[config.mk]
export PLATFORM = sky130hd
export DESIGN_NAME = grid_selection_navigator_top
export DESIGN_NICKNAME = d
export VERILOG_FILES = /design/src/rtl/gsn_pkg.sv /design/src/rtl/gsn_rem.sv /design/src/rtl/gsn_dp.sv /design/src/rtl/gsn_ctrl.sv /design/src/rtl/grid_selection_navigator_top.sv
export VERILOG_INCLUDE_DIRS = /design/src /design/src/rtl
export SDC_FILE = /design/constraint.sdc
export NUM_CORES = 1
export LEC_CHECK = 0
export BUFFER_PORTS_ARGS = -buffer_cell sky130_fd_sc_hd__buf_2
export CORE_MARGIN = 2
export CORE_UTILIZATION = 45
export CTS_BUF_LIST = sky130_fd_sc_hd__clkbuf_8
export CTS_CLUSTER_DIAMETER = 80
export DETAILED_ROUTE_END_ITERATION = 8
export HOLD_SLACK_MARGIN = 0.12
export SLEW_MARGIN = 10
export SYNTH_ARGS = -nofsm -noshare
export SYNTH_HDL_FRONTEND = slang
export SYNTH_SLANG_ARGS = --single-unit
[constraint.sdc]
create_clock -name aclk -period 13.5 [get_ports aclk]
set_input_delay 1.35 -clock aclk [delete_from_list [all_inputs] [get_ports aclk]]
set_output_delay 1.35 -clock aclk [all_outputs]
set_load 0.02 [all_outputs]
[src/rtl/grid_selection_navigator_top_defines.svh]
// ----------------------------------------------------------------------------
// grid selection navigator assertion macros
// shared property forms for the checks inside the rtl modules
// ----------------------------------------------------------------------------
`ifndef GRID_SELECTION_NAVIGATOR_TOP_DEFINES_SVH
`define GRID_SELECTION_NAVIGATOR_TOP_DEFINES_SVH

// same-cycle implication, disabled while in reset
`define GSN_ASSERT_IMP(lbl, clk, rstn, ante, cons) \
    lbl: assert property (@(posedge clk) disable iff (!rstn) (ante) |-> (cons)) \
        else $error("same-cycle check failed");

// next-cycle implication, disabled while in reset
`define GSN_ASSERT_NXT(lbl, clk, rstn, ante, cons) \
    lbl: assert property (@(posedge clk) disable iff (!rstn) (ante) |=> (cons)) \
        else $error("next-cycle check failed");

`endif

[src/rtl/gsn_pkg.sv]
// ----------------------------------------------------------------------------
// gsn_pkg
// types and constants shared by the grid selection navigator modules
// ----------------------------------------------------------------------------
`timescale 1ns / 1ps
`default_nettype none

package gsn_pkg;

    localparam int MAX_ITEMS = 256;
    localparam int DIV_W     = 8;

    localparam logic signed [8:0] SEL_NONE = -9'sd1;

    // configuration register indexes
    localparam logic REG_COLUMN_COUNT = 1'b0;
    localparam logic REG_ITEM_COUNT   = 1'b1;

    typedef enum logic [1:0] {
        DIR_UP,
        DIR_DOWN,
        DIR_LEFT,
        DIR_RIGHT
    } dir_t;

    typedef struct packed {
        logic load;       // latch button levels and clamped selection
        logic div_go;     // start the remainder unit
        logic div_sel_s;  // 0: divide n-1, 1: divide the selection
        logic cap_start;  // take start of last row from remainder
        logic cap_row;    // take row start and column from remainder
        logic step_en;    // apply one navigation rule
        dir_t dir;
        logic commit;     // write result and update state
    } cmd_t;

    typedef struct packed {
        logic empty;
        logic sel_neg;
        logic div_done;
    } status_t;

endpackage

`default_nettype wire

[src/rtl/gsn_rem.sv]
// ----------------------------------------------------------------------------
// gsn_rem
// bit-serial restoring remainder unit, one dividend bit per cycle
// ----------------------------------------------------------------------------
`timescale 1ns / 1ps
`default_nettype none

module gsn_rem (
    input  wire logic                         aclk,
    input  wire logic                         aresetn,
    input  wire logic                         start,
    input  wire logic [gsn_pkg::DIV_W-1:0]    dividend,
    input  wire logic [gsn_pkg::DIV_W-1:0]    divisor,
    output logic                              done,
    output logic [gsn_pkg::DIV_W-1:0]         rem
);

    localparam int CW = $clog2(gsn_pkg::DIV_W);

    logic                      busy_reg;
    logic                      done_reg;
    logic [CW-1:0]             cnt_reg;
    logic [gsn_pkg::DIV_W-1:0] dvd_reg;
    logic [gsn_pkg::DIV_W-1:0] dsr_reg;
    logic [gsn_pkg::DIV_W-1:0] pr_reg;
    logic [gsn_pkg::DIV_W:0]   trial;
    logic [gsn_pkg::DIV_W:0]   diff;

    assign trial = {pr_reg, dvd_reg[gsn_pkg::DIV_W-1]};
    assign diff  = trial - {1'b0, dsr_reg};

    always_ff @(posedge aclk) begin
        if (!aresetn) begin
            busy_reg <= 1'b0;
            done_reg <= 1'b0;
            cnt_reg  <= '0;
        end else begin
            done_reg <= 1'b0;
            if (start) begin
                busy_reg <= 1'b1;
                cnt_reg  <= '0;
            end else if (busy_reg) begin
                cnt_reg <= cnt_reg + 1'b1;
                if (cnt_reg == CW'(gsn_pkg::DIV_W - 1)) begin
                    busy_reg <= 1'b0;
                    done_reg <= 1'b1;
                end
            end
        end
    end

    always_ff @(posedge aclk) begin
        if (start) begin
            dvd_reg <= dividend;
            dsr_reg <= divisor;
            pr_reg  <= '0;
        end else if (busy_reg) begin
            dvd_reg <= {dvd_reg[gsn_pkg::DIV_W-2:0], 1'b0};
            if (trial >= {1'b0, dsr_reg}) begin
                pr_reg <= diff[gsn_pkg::DIV_W-1:0];
            end else begin
                pr_reg <= trial[gsn_pkg::DIV_W-1:0];
            end
        end
    end

    assign done = done_reg;
    assign rem  = pr_reg;

endmodule

`default_nettype wire

[src/rtl/gsn_dp.sv]
// ----------------------------------------------------------------------------
// gsn_dp
// datapath: configuration, selection state, row tracking and the rule steps
// ----------------------------------------------------------------------------
`timescale 1ns / 1ps
`default_nettype none
`include "grid_selection_navigator_top_defines.svh"

module gsn_dp (
    input  wire logic               aclk,
    input  wire logic               aresetn,
    input  wire gsn_pkg::cmd_t      cmd,
    output gsn_pkg::status_t        status,
    input  wire logic               cfg_wr_en,
    input  wire logic               cfg_index,
    input  wire logic [8:0]         cfg_wdata,
    input  wire logic [3:0]         levels,
    output logic signed [8:0]       out_index,
    output logic                    out_changed
);

    logic [7:0]        col_reg;
    logic [8:0]        item_reg;
    logic signed [8:0] sel_reg;
    logic [3:0]        prev_reg;
    logic [3:0]        lv_reg;
    logic signed [8:0] s_reg;
    logic [7:0]        start_reg;
    logic [7:0]        rs_reg;
    logic [7:0]        rem_reg;
    logic              chg_reg;
    logic signed [8:0] out_idx_reg;
    logic              out_chg_reg;

    logic [8:0]        n_eff;
    logic [7:0]        c_eff;
    logic signed [8:0] nm1_s;
    logic [7:0]        nm1;
    logic [8:0]        cfg_n;
    logic signed [8:0] cfg_nm1_s;
    logic [3:0]        rise;
    logic [7:0]        s_u;
    logic              neg;

    logic              div_done;
    logic [7:0]        div_rem;
    logic [7:0]        div_dvd;

    logic [8:0]        t_up;
    logic [7:0]        up_clip;
    logic [8:0]        sum_dn;
    logic [8:0]        t_lf;
    logic [7:0]        lf_clip;

    logic signed [8:0] s_next;
    logic [7:0]        rs_next;
    logic [7:0]        rem_next;
    logic              act;
    logic              hit;

    assign n_eff = (item_reg > 9'(gsn_pkg::MAX_ITEMS)) ? 9'(gsn_pkg::MAX_ITEMS) : item_reg;
    assign c_eff = (col_reg == 8'd0) ? 8'd1 : col_reg;
    assign nm1_s = $signed(n_eff - 9'd1);
    assign nm1   = nm1_s[7:0];

    assign cfg_n = (cfg_wdata > 9'(gsn_pkg::MAX_ITEMS)) ? 9'(gsn_pkg::MAX_ITEMS) : cfg_wdata;
    assign cfg_nm1_s = $signed(cfg_n - 9'd1);

    assign rise = lv_reg & ~prev_reg;
    assign s_u  = s_reg[7:0];
    assign neg  = s_reg[8];

    assign div_dvd = cmd.div_sel_s ? s_u : nm1;

    gsn_rem u_rem (
        .aclk     (aclk),
        .aresetn  (aresetn),
        .start    (cmd.div_go),
        .dividend (div_dvd),
        .divisor  (c_eff),
        .done     (div_done),
        .rem      (div_rem)
    );

    // candidate cells for the wrap cases
    assign t_up    = {1'b0, start_reg} + {1'b0, rem_reg};
    assign up_clip = (t_up > {1'b0, nm1}) ? nm1 : t_up[7:0];
    assign sum_dn  = {1'b0, s_u} + {1'b0, c_eff};
    assign t_lf    = {1'b0, rs_reg} + {1'b0, c_eff} - 9'd1;
    assign lf_clip = (t_lf > {1'b0, nm1}) ? nm1 : t_lf[7:0];

    always_comb begin
        s_next   = s_reg;
        rs_next  = rs_reg;
        rem_next = rem_reg;
        act      = 1'b0;
        hit      = 1'b1;
        case (cmd.dir)
            gsn_pkg::DIR_UP: begin
                act = rise[0];
                if (!neg && rs_reg != 8'd0) begin
                    s_next  = s_reg - $signed({1'b0, c_eff});
                    rs_next = rs_reg - c_eff;
                end else if (neg) begin
                    s_next   = $signed({1'b0, nm1});
                    rs_next  = start_reg;
                    rem_next = nm1 - start_reg;
                end else begin
                    s_next   = $signed({1'b0, up_clip});
                    rs_next  = start_reg;
                    rem_next = up_clip - start_reg;
                end
            end
            gsn_pkg::DIR_DOWN: begin
                act = rise[1];
                if (neg) begin
                    s_next   = 9'sd0;
                    rs_next  = 8'd0;
                    rem_next = 8'd0;
                end else if (rs_reg < start_reg) begin
                    // blocked when the cell below is past the last item
                    if (sum_dn < n_eff) begin
                        s_next  = $signed(sum_dn);
                        rs_next = rs_reg + c_eff;
                    end else begin
                        hit = 1'b0;
                    end
                end else begin
                    s_next  = $signed({1'b0, rem_reg});
                    rs_next = 8'd0;
                end
            end
            gsn_pkg::DIR_LEFT: begin
                act = rise[2];
                if (!neg && s_u != 8'd0 && rem_reg != 8'd0) begin
                    s_next   = s_reg - 9'sd1;
                    rem_next = rem_reg - 8'd1;
                end else if (neg) begin
                    s_next   = $signed({1'b0, nm1});
                    rs_next  = start_reg;
                    rem_next = nm1 - start_reg;
                end else begin
                    s_next   = $signed({1'b0, lf_clip});
                    rem_next = lf_clip - rs_reg;
                end
            end
            gsn_pkg::DIR_RIGHT: begin
                act = rise[3];
                if (!neg && s_u < nm1 && rem_reg != c_eff - 8'd1) begin
                    s_next   = s_reg + 9'sd1;
                    rem_next = rem_reg + 8'd1;
                end else if (neg) begin
                    s_next   = 9'sd0;
                    rs_next  = 8'd0;
                    rem_next = 8'd0;
                end else begin
                    s_next   = $signed({1'b0, rs_reg});
                    rem_next = 8'd0;
                end
            end
            default: begin
                act = 1'b0;
            end
        endcase
    end

    // configuration and persistent state
    always_ff @(posedge aclk) begin
        if (!aresetn) begin
            col_reg  <= 8'd1;
            item_reg <= 9'd0;
            sel_reg  <= gsn_pkg::SEL_NONE;
            prev_reg <= 4'd0;
        end else begin
            if (cfg_wr_en) begin
                if (cfg_index == gsn_pkg::REG_COLUMN_COUNT) begin
                    col_reg <= cfg_wdata[7:0];
                end else begin
                    item_reg <= cfg_wdata;
                    if (sel_reg > cfg_nm1_s) begin
                        sel_reg <= cfg_nm1_s;
                    end
                end
            end else if (cmd.commit) begin
                if (n_eff == 9'd0) begin
                    sel_reg <= gsn_pkg::SEL_NONE;
                end else begin
                    sel_reg  <= s_reg;
                    prev_reg <= lv_reg;
                end
            end
        end
    end

    // working registers for the item in flight
    always_ff @(posedge aclk) begin
        if (cmd.load) begin
            lv_reg  <= levels;
            s_reg   <= (sel_reg > nm1_s) ? nm1_s : sel_reg;
            chg_reg <= 1'b0;
        end
        if (cmd.cap_start) begin
            start_reg <= nm1 - div_rem;
        end
        if (cmd.cap_row) begin
            rs_reg  <= s_u - div_rem;
            rem_reg <= div_rem;
        end
        if (cmd.step_en && act) begin
            s_reg   <= s_next;
            rs_reg  <= rs_next;
            rem_reg <= rem_next;
            chg_reg <= chg_reg | hit;
        end
        if (cmd.commit) begin
            if (n_eff == 9'd0) begin
                out_idx_reg <= gsn_pkg::SEL_NONE;
                out_chg_reg <= 1'b0;
            end else begin
                out_idx_reg <= s_reg;
                out_chg_reg <= chg_reg;
            end
        end
    end

    assign status.empty    = (n_eff == 9'd0);
    assign status.sel_neg  = neg;
    assign status.div_done = div_done;

    assign out_index   = out_idx_reg;
    assign out_changed = out_chg_reg;

    `GSN_ASSERT_IMP(a_sel_in_range, aclk, aresetn, 1'b1, sel_reg <= nm1_s)
    `GSN_ASSERT_IMP(a_rem_below_cols, aclk, aresetn, div_done, div_rem < c_eff)

endmodule

`default_nettype wire

[src/rtl/gsn_ctrl.sv]
// ----------------------------------------------------------------------------
// gsn_ctrl
// sequencer: up to two remainder passes, four rule steps, then the result commit; an empty grid skips to the commit
// ----------------------------------------------------------------------------
`timescale 1ns / 1ps
`default_nettype none
`include "grid_selection_navigator_top_defines.svh"

module gsn_ctrl (
    input  wire logic                aclk,
    input  wire logic                aresetn,
    input  wire logic                s_valid,
    output logic                     s_ready,
    output logic                     m_valid,
    input  wire logic                m_ready,
    input  wire gsn_pkg::status_t    status,
    output gsn_pkg::cmd_t            cmd
);

    typedef enum logic [3:0] {
        ST_IDLE,
        ST_DIV_N_GO,
        ST_DIV_N_WAIT,
        ST_DIV_S_GO,
        ST_DIV_S_WAIT,
        ST_UP,
        ST_DOWN,
        ST_LEFT,
        ST_RIGHT,
        ST_COMMIT
    } state_t;

    state_t state_reg;
    state_t state_next;
    logic   m_valid_reg;
    logic   m_valid_next;
    logic   slot_free;

    assign slot_free = !m_valid_reg || m_ready;

    always_comb begin
        state_next   = state_reg;
        m_valid_next = m_valid_reg && !m_ready;
        cmd          = '0;
        cmd.dir      = gsn_pkg::DIR_UP;
        case (state_reg)
            ST_IDLE: begin
                if (s_valid) begin
                    cmd.load   = 1'b1;
                    state_next = status.empty ? ST_COMMIT : ST_DIV_N_GO;
                end
            end
            ST_DIV_N_GO: begin
                cmd.div_go = 1'b1;
                state_next = ST_DIV_N_WAIT;
            end
            ST_DIV_N_WAIT: begin
                if (status.div_done) begin
                    cmd.cap_start = 1'b1;
                    // nothing selected: no row to look up
                    state_next = status.sel_neg ? ST_UP : ST_DIV_S_GO;
                end
            end
            ST_DIV_S_GO: begin
                cmd.div_go    = 1'b1;
                cmd.div_sel_s = 1'b1;
                state_next    = ST_DIV_S_WAIT;
            end
            ST_DIV_S_WAIT: begin
                cmd.div_sel_s = 1'b1;
                if (status.div_done) begin
                    cmd.cap_row = 1'b1;
                    state_next  = ST_UP;
                end
            end
            ST_UP: begin
                cmd.step_en = 1'b1;
                cmd.dir     = gsn_pkg::DIR_UP;
                state_next  = ST_DOWN;
            end
            ST_DOWN: begin
                cmd.step_en = 1'b1;
                cmd.dir     = gsn_pkg::DIR_DOWN;
                state_next  = ST_LEFT;
            end
            ST_LEFT: begin
                cmd.step_en = 1'b1;
                cmd.dir     = gsn_pkg::DIR_LEFT;
                state_next  = ST_RIGHT;
            end
            ST_RIGHT: begin
                cmd.step_en = 1'b1;
                cmd.dir     = gsn_pkg::DIR_RIGHT;
                state_next  = ST_COMMIT;
            end
            ST_COMMIT: begin
                if (slot_free) begin
                    cmd.commit   = 1'b1;
                    m_valid_next = 1'b1;
                    state_next   = ST_IDLE;
                end
            end
            default: begin
                state_next = ST_IDLE;
            end
        endcase
    end

    always_ff @(posedge aclk) begin
        if (!aresetn) begin
            state_reg   <= ST_IDLE;
            m_valid_reg <= 1'b0;
        end else begin
            state_reg   <= state_next;
            m_valid_reg <= m_valid_next;
        end
    end

    assign s_ready = (state_reg == ST_IDLE);
    assign m_valid = m_valid_reg;

    `GSN_ASSERT_IMP(a_commit_slot_free, aclk, aresetn, cmd.commit, slot_free)
    `GSN_ASSERT_NXT(a_busy_after_accept, aclk, aresetn, s_valid && s_ready, !s_ready)
    `GSN_ASSERT_NXT(a_commit_shows_result, aclk, aresetn, cmd.commit, m_valid)

endmodule

`default_nettype wire

[src/rtl/grid_selection_navigator_top.sv]
// ----------------------------------------------------------------------------
// grid_selection_navigator_top
// menu cursor on a row-major grid driven by four navigation buttons
// ----------------------------------------------------------------------------
// Each input transfer carries the up, down, left and right button levels of
// one tick; each gives exactly one result transfer with the selected index
// (-1 for none) and a flag telling whether a rule acted. Rising edges are
// applied up, down, left, right in turn, each with its wrap rule. An item
// is accepted only while the sequencer is idle, so the next input waits until
// the previous item has committed. After the accepting cycle the shared
// bit-serial remainder unit finds the last row of the grid and then the row
// of the selection (skipped when nothing is selected), each navigation rule
// takes its own step and the result is committed; an empty grid goes
// straight from the accepting cycle to the commit. The result waits in an
// output register, so a stalled result holds up the next item only at its
// commit. Configuration is written with cfg_wr_en: index 0 is the column
// count (zero acts as one), index 1 is the item count (saturated at 256;
// lowering it clamps the selection).
// ----------------------------------------------------------------------------
`timescale 1ns / 1ps
`default_nettype none

module grid_selection_navigator_top (
    input  wire logic               aclk,
    input  wire logic               aresetn,

    input  wire logic               s_valid,
    output logic                    s_ready,
    input  wire logic               s_up_level,
    input  wire logic               s_down_level,
    input  wire logic               s_left_level,
    input  wire logic               s_right_level,

    output logic                    m_valid,
    input  wire logic               m_ready,
    output logic signed [8:0]       m_selected_index,
    output logic                    m_selection_changed,

    input  wire logic               cfg_wr_en,
    input  wire logic               cfg_index,
    input  wire logic [8:0]         cfg_wdata
);

    gsn_pkg::cmd_t    cmd;
    gsn_pkg::status_t status;
    logic [3:0]       levels;

    assign levels = {s_right_level, s_left_level, s_down_level, s_up_level};

    gsn_ctrl u_ctrl (
        .aclk    (aclk),
        .aresetn (aresetn),
        .s_valid (s_valid),
        .s_ready (s_ready),
        .m_valid (m_valid),
        .m_ready (m_ready),
        .status  (status),
        .cmd     (cmd)
    );

    gsn_dp u_dp (
        .aclk        (aclk),
        .aresetn     (aresetn),
        .cmd         (cmd),
        .status      (status),
        .cfg_wr_en   (cfg_wr_en),
        .cfg_index   (cfg_index),
        .cfg_wdata   (cfg_wdata),
        .levels      (levels),
        .out_index   (m_selected_index),
        .out_changed (m_selection_changed)
    );

endmodule

`default_nettype wire
==> summary.log <==
[sta] final critical-path required period 6410 ps
[die] number of top-level pins 31
[clocking] Skew-Pair Late Insertion Delay 440 ps
[critical_path] Max stage delay on crit path 610 ps
[finish] fraction of layout instances using a drive strength above 1 6.68%
[route] amount of wire on met2 after detailed routing 19.3 mm
[clocking] post-CTS setup repair buffer count 0
[finish] synth-to-layout area growth 5.35%
[synth] dominant register cell in the synthesized netlist sky130_fd_sc_hd__edfxtp_1
[min_path] class of the tightest hold or removal check reg2reg
[critical_path] arrival time of data at the critical path endpoint 6610 ps
[critical_path] critical-path cell list nand2b_1 > ha_1 > nor2b_1 > a21oi_1 > a22o_1 > inv_1 > ha_1 > a22o_1 > nor4_1 > a211oi_1 > or3_1 > nor2_1 > a21oi_1 > ha_1 > nor2b_1 > o21ai_0 > a21oi_1 > o41ai_1 > xnor2_1 > xnor2_1 > o311ai_1 > a22oi_1
[route] total length of routed met3 wires 3.75 mm
[synth] Post-synth ARST share 0%
[synth] #FFs+latches synth 112
[critical_path] top fanout value on the critical path 16
[critical_path] reg2reg setup slack 7090 ps
[global_route] pin count of the biggest net entering global routing 52
[clocking] Clock Sink Count 112
[clocking] CTS H-tree depth 3
[finish] Fillers 2,701
[synth] syn_area_per_cell 8.16 um^2
[clocking] number of buffers inserted by hold repair at cts 0
[job] number of max-cap violations 0
[sta] highest clock frequency the design can meet 156 MHz
[critical_path] end of the worst register-to-register path u_dp.rem_reg[7]
[route] top metal layer carrying routed signals met4
[sta] final period utilization 47.5%
[global_route] overall track demand over capacity in global routing 31.8%
[clocking] Longest Clk Path Bufs 2
[critical_path] Top Family by Delay on Critical Path compound AO/OA/AOI/OAI gates
[clocking] clock root buffer sky130_fd_sc_hd__clkbuf_8
[min_path] beginning of the worst hold path u_dp.prev_reg[0]
[sta] number of endpoints with negative hold slack in the final report 0
[placed_design] worst slack at placement 7270 ps
[synth] post-synthesis cell area 12,300 um^2
[synth] Post-Synthesis Net Count 1,698
[global_route] number of global-route vias before repair 11,100
[synth] number of synthesized flops with an enable pin 64
[route] number of design-rule violations left by the first detailed-router iteration 1,067
[clocking] clk slew on worst S/H paths 170 ps
[route] antenna-violating nets left 0
[placed_design] GPL Wtd Cong 1.01
[die] die footprint 28,600 um^2
[route] met1 WL 19.4 mm
[route] vias per cell 6.36
[sta] Setup WS post-layout 7090 ps
[route] drc violations 0
[min_path] Worst Hold Path EP u_dp.prev_reg[0]
[die] die height 169 um
[sta] RSZ-0062 raised after global routing false
[die] die width 169 um
[synth] Syn Inst Count 1,502
[finish] antenna diode instance count 0
[synth] number of distinct library cells after synthesis 83
[clocking] total of cells resized after clock tree synthesis 0
[critical_path] Startpoint Class register
[die] core area 26,900 um^2
[sta] endpoints failing setup 0
[critical_path] endpoint type of the worst setup path register
[placed_design] hpwl dp 34.6 mm
[critical_path] number of cells on the worst reg-to-reg path 22
[sta] clock skew 42.1 ps
[sta] transition time at the pin with the least slew margin 1270 ps
[global_route] wire length of the first global-routing pass 68.2 mm
[die] floorplan row count 60
[route] vias after detailed routing 11,700
[route] total iterations of the first detailed-routing run 6
[pwr] worst ir drop on vdd 0.000104 V
[placed_design] Buffers on Ports 30
[route] post-detailed-route wirelength per cell 24.5 um
[synth] share of synthesized area occupied by flip-flops and latches 23.5%
[critical_path] slowest stage cell on the critical path sky130_fd_sc_hd__or3_1
[finish] number of nets in the layout 1,688
[clocking] TritonCTS clock tree done
[synth] Yosys warnings 0
[min_path] instance count along the most critical hold path 2
[global_route] number of antenna violations at the first check in global routing 0
[outcome] status complete, no violations
[pwr] Power Density 218 nW/um^2
[global_route] global-route congestion overflow total 0
[critical_path] type of the worst setup path reg2reg
[route] final wirelength 45.0 mm
[sta] count of final max-slew check failures 0
[critical_path] Worst EP required 13,710 ps
[critical_path] Buf+Inv Stages, Crit Path 1
[critical_path] Critical R2R Launch u_dp.item_reg[8]
[die] Initial Utilization 45.6%
[sta] normalized max-slew margin 14.5%
[pwr] static power due to leakage 5.36 nW
[clocking] clock buffers created by TritonCTS 9
[sta] post-route setup TNS 0 ps
per-stage QoR:
| stage | util (%) | cells | hold WS (ps) | total power, W | instance area, um^2 |
|---|---|---|---|---|---|
| 2_1_floorplan | - | 1502 | 438 | 0.00197 | 12300 |
| 3_3_place_gp | 47.2 | 1822 | 452 | 0.00251 | 12700 |
| 3_5_place_dp | 47.2 | 1822 | 456 | 0.00253 | 12700 |
| 4_1_cts | 48.0 | 1838 | 476 | 0.00278 | 12900 |
| 5_1_grt | 48.0 | 1838 | 511 | 0.00304 | 12900 |
| 6_report | 48.0 | 1838 | 469 | 0.00282 | 12900 |
where the power goes:
| part | total (W) | switching (W) | internal [W] | leakage, nW |
|---|---|---|---|---|
| combinational | 0.00195 | 0.00120 | 0.000751 | 4.27 |
| clock | 0.000244 | 0.000166 | 0.0000784 | 0.108 |
| sequential | 0.000626 | 0.000128 | 0.000499 | 0.982 |
layout make-up:
type                       count  area (um^2)  area share, %
clock buffer                   9          124          0.960
clock inverter                 7         93.8          0.727
inverter                     100          375           2.91
multi-input combinational   1214         8670           67.2
sequential                   112         2880           22.3
tap                          341          427           3.31
timing repair buffer          55          338           2.62
layer usage:
layer | vias to the layer above | track usage [%]
li1 | 5425 | -
met1 | 5552 | 42.7
met2 | 580 | 49.3
met3 | 138 | 5.21
met4 | 0 | 16.5
met5 | - | 0
Yosys cell counts (all sizes together) (11+ instances only):
cell | instances | area, um^2
a21o | 21 | 158
nand2b | 34 | 213
nor2b | 32 | 200
or3 | 14 | 97.6
buf | 17 | 129
edfxtp | 64 | 1920
a21oi | 103 | 515
nand3 | 34 | 170
nand2 | 132 | 495
a21boi | 26 | 195
o31ai | 11 | 96.3
o211ai | 20 | 160
fa | 12 | 240
a211oi | 24 | 185
o21bai | 13 | 97.6
xor2 | 33 | 289
dfxtp | 48 | 961
nor3 | 32 | 171
a31oi | 12 | 75.1
nand4 | 13 | 81.3
clkbuf | 58 | 218
o21a | 19 | 143
ha | 165 | 2060
xnor2 | 62 | 543
o21ai | 103 | 515
mux2i | 24 | 240
nor2 | 129 | 484
nor4 | 14 | 93.8
inv | 99 | 372
kinds of logic after synthesis:
family	after synthesis	share of synthesized area (%)
muxes	27	2.27
xor gates and xnor gates	95	6.79
DFF	112	23.5
adders and majority gates	177	18.8
AOI/OAI and AO/OA	442	24.0
and+or+nand+nor	473	18.6
buffers and inverters	176	5.96
cells in the final DEF, fill, tap and decap left out, types with 7 or more instances in the layout:
master	synthesis	layout
sky130_fd_sc_hd__o21ai_0	102	102
sky130_fd_sc_hd__and3_1	8	8
sky130_fd_sc_hd__a221oi_1	9	9
sky130_fd_sc_hd__buf_4	8	25
sky130_fd_sc_hd__fa_1	12	12
sky130_fd_sc_hd__clkbuf_8	0	9
sky130_fd_sc_hd__a21boi_0	26	26
sky130_fd_sc_hd__and2_1	9	9
sky130_fd_sc_hd__a211oi_1	23	22
sky130_fd_sc_hd__nand2b_1	34	34
sky130_fd_sc_hd__o31ai_1	10	7
sky130_fd_sc_hd__nand3_1	34	34
sky130_fd_sc_hd__nand2_1	132	132
sky130_fd_sc_hd__buf_2	4	30
sky130_fd_sc_hd__xnor2_1	62	62
sky130_fd_sc_hd__nor2b_1	32	32
sky130_fd_sc_hd__o221ai_1	9	9
sky130_fd_sc_hd__a21o_1	21	21
sky130_fd_sc_hd__a21oi_1	103	103
sky130_fd_sc_hd__xor2_1	33	33
sky130_fd_sc_hd__nand4_1	13	13
sky130_fd_sc_hd__o21bai_1	13	13
sky130_fd_sc_hd__o22ai_1	9	9
sky130_fd_sc_hd__mux2i_1	24	24
sky130_fd_sc_hd__a31oi_1	12	12
sky130_fd_sc_hd__nor3_1	31	31
sky130_fd_sc_hd__nor4_1	13	13
sky130_fd_sc_hd__o21a_1	19	19
sky130_fd_sc_hd__edfxtp_1	64	64
sky130_fd_sc_hd__dfxtp_1	48	48
sky130_fd_sc_hd__or3_1	12	12
sky130_fd_sc_hd__ha_1	165	165
sky130_fd_sc_hd__a32oi_1	7	7
sky130_fd_sc_hd__inv_1	99	99
sky130_fd_sc_hd__o211ai_1	18	18
sky130_fd_sc_hd__nor2_1	129	129
how the worst max path moves through the flow:
stage / depth (start not counted) / end / from
CTS: 22 / u_dp.rem_reg[7] / u_dp.item_reg[8]
finish: 22 / u_dp.rem_reg[7] / u_dp.item_reg[8]
floorplan: 24 / u_dp.rem_reg[7] / u_dp.item_reg[8]
detailed placement: 22 / u_dp.rem_reg[7] / u_dp.item_reg[8]
global route: 26 / u_dp.rem_reg[6] / u_dp.col_reg[1]
global placement: 22 / u_dp.rem_reg[7] / u_dp.item_reg[8]
worst reg2reg max path: cells and delay by family, from the launching register on:
family	cells	cell delay, ps
AOI/OAI and AO/OA	10	2210
xor gates and xnor gates	2	270
adders and majority gates	3	1080
buffers and inverters	1	330
DFF	1	520
and+or+nand+nor	6	1780
Note: power is estimated with default switching activity, not from simulation.
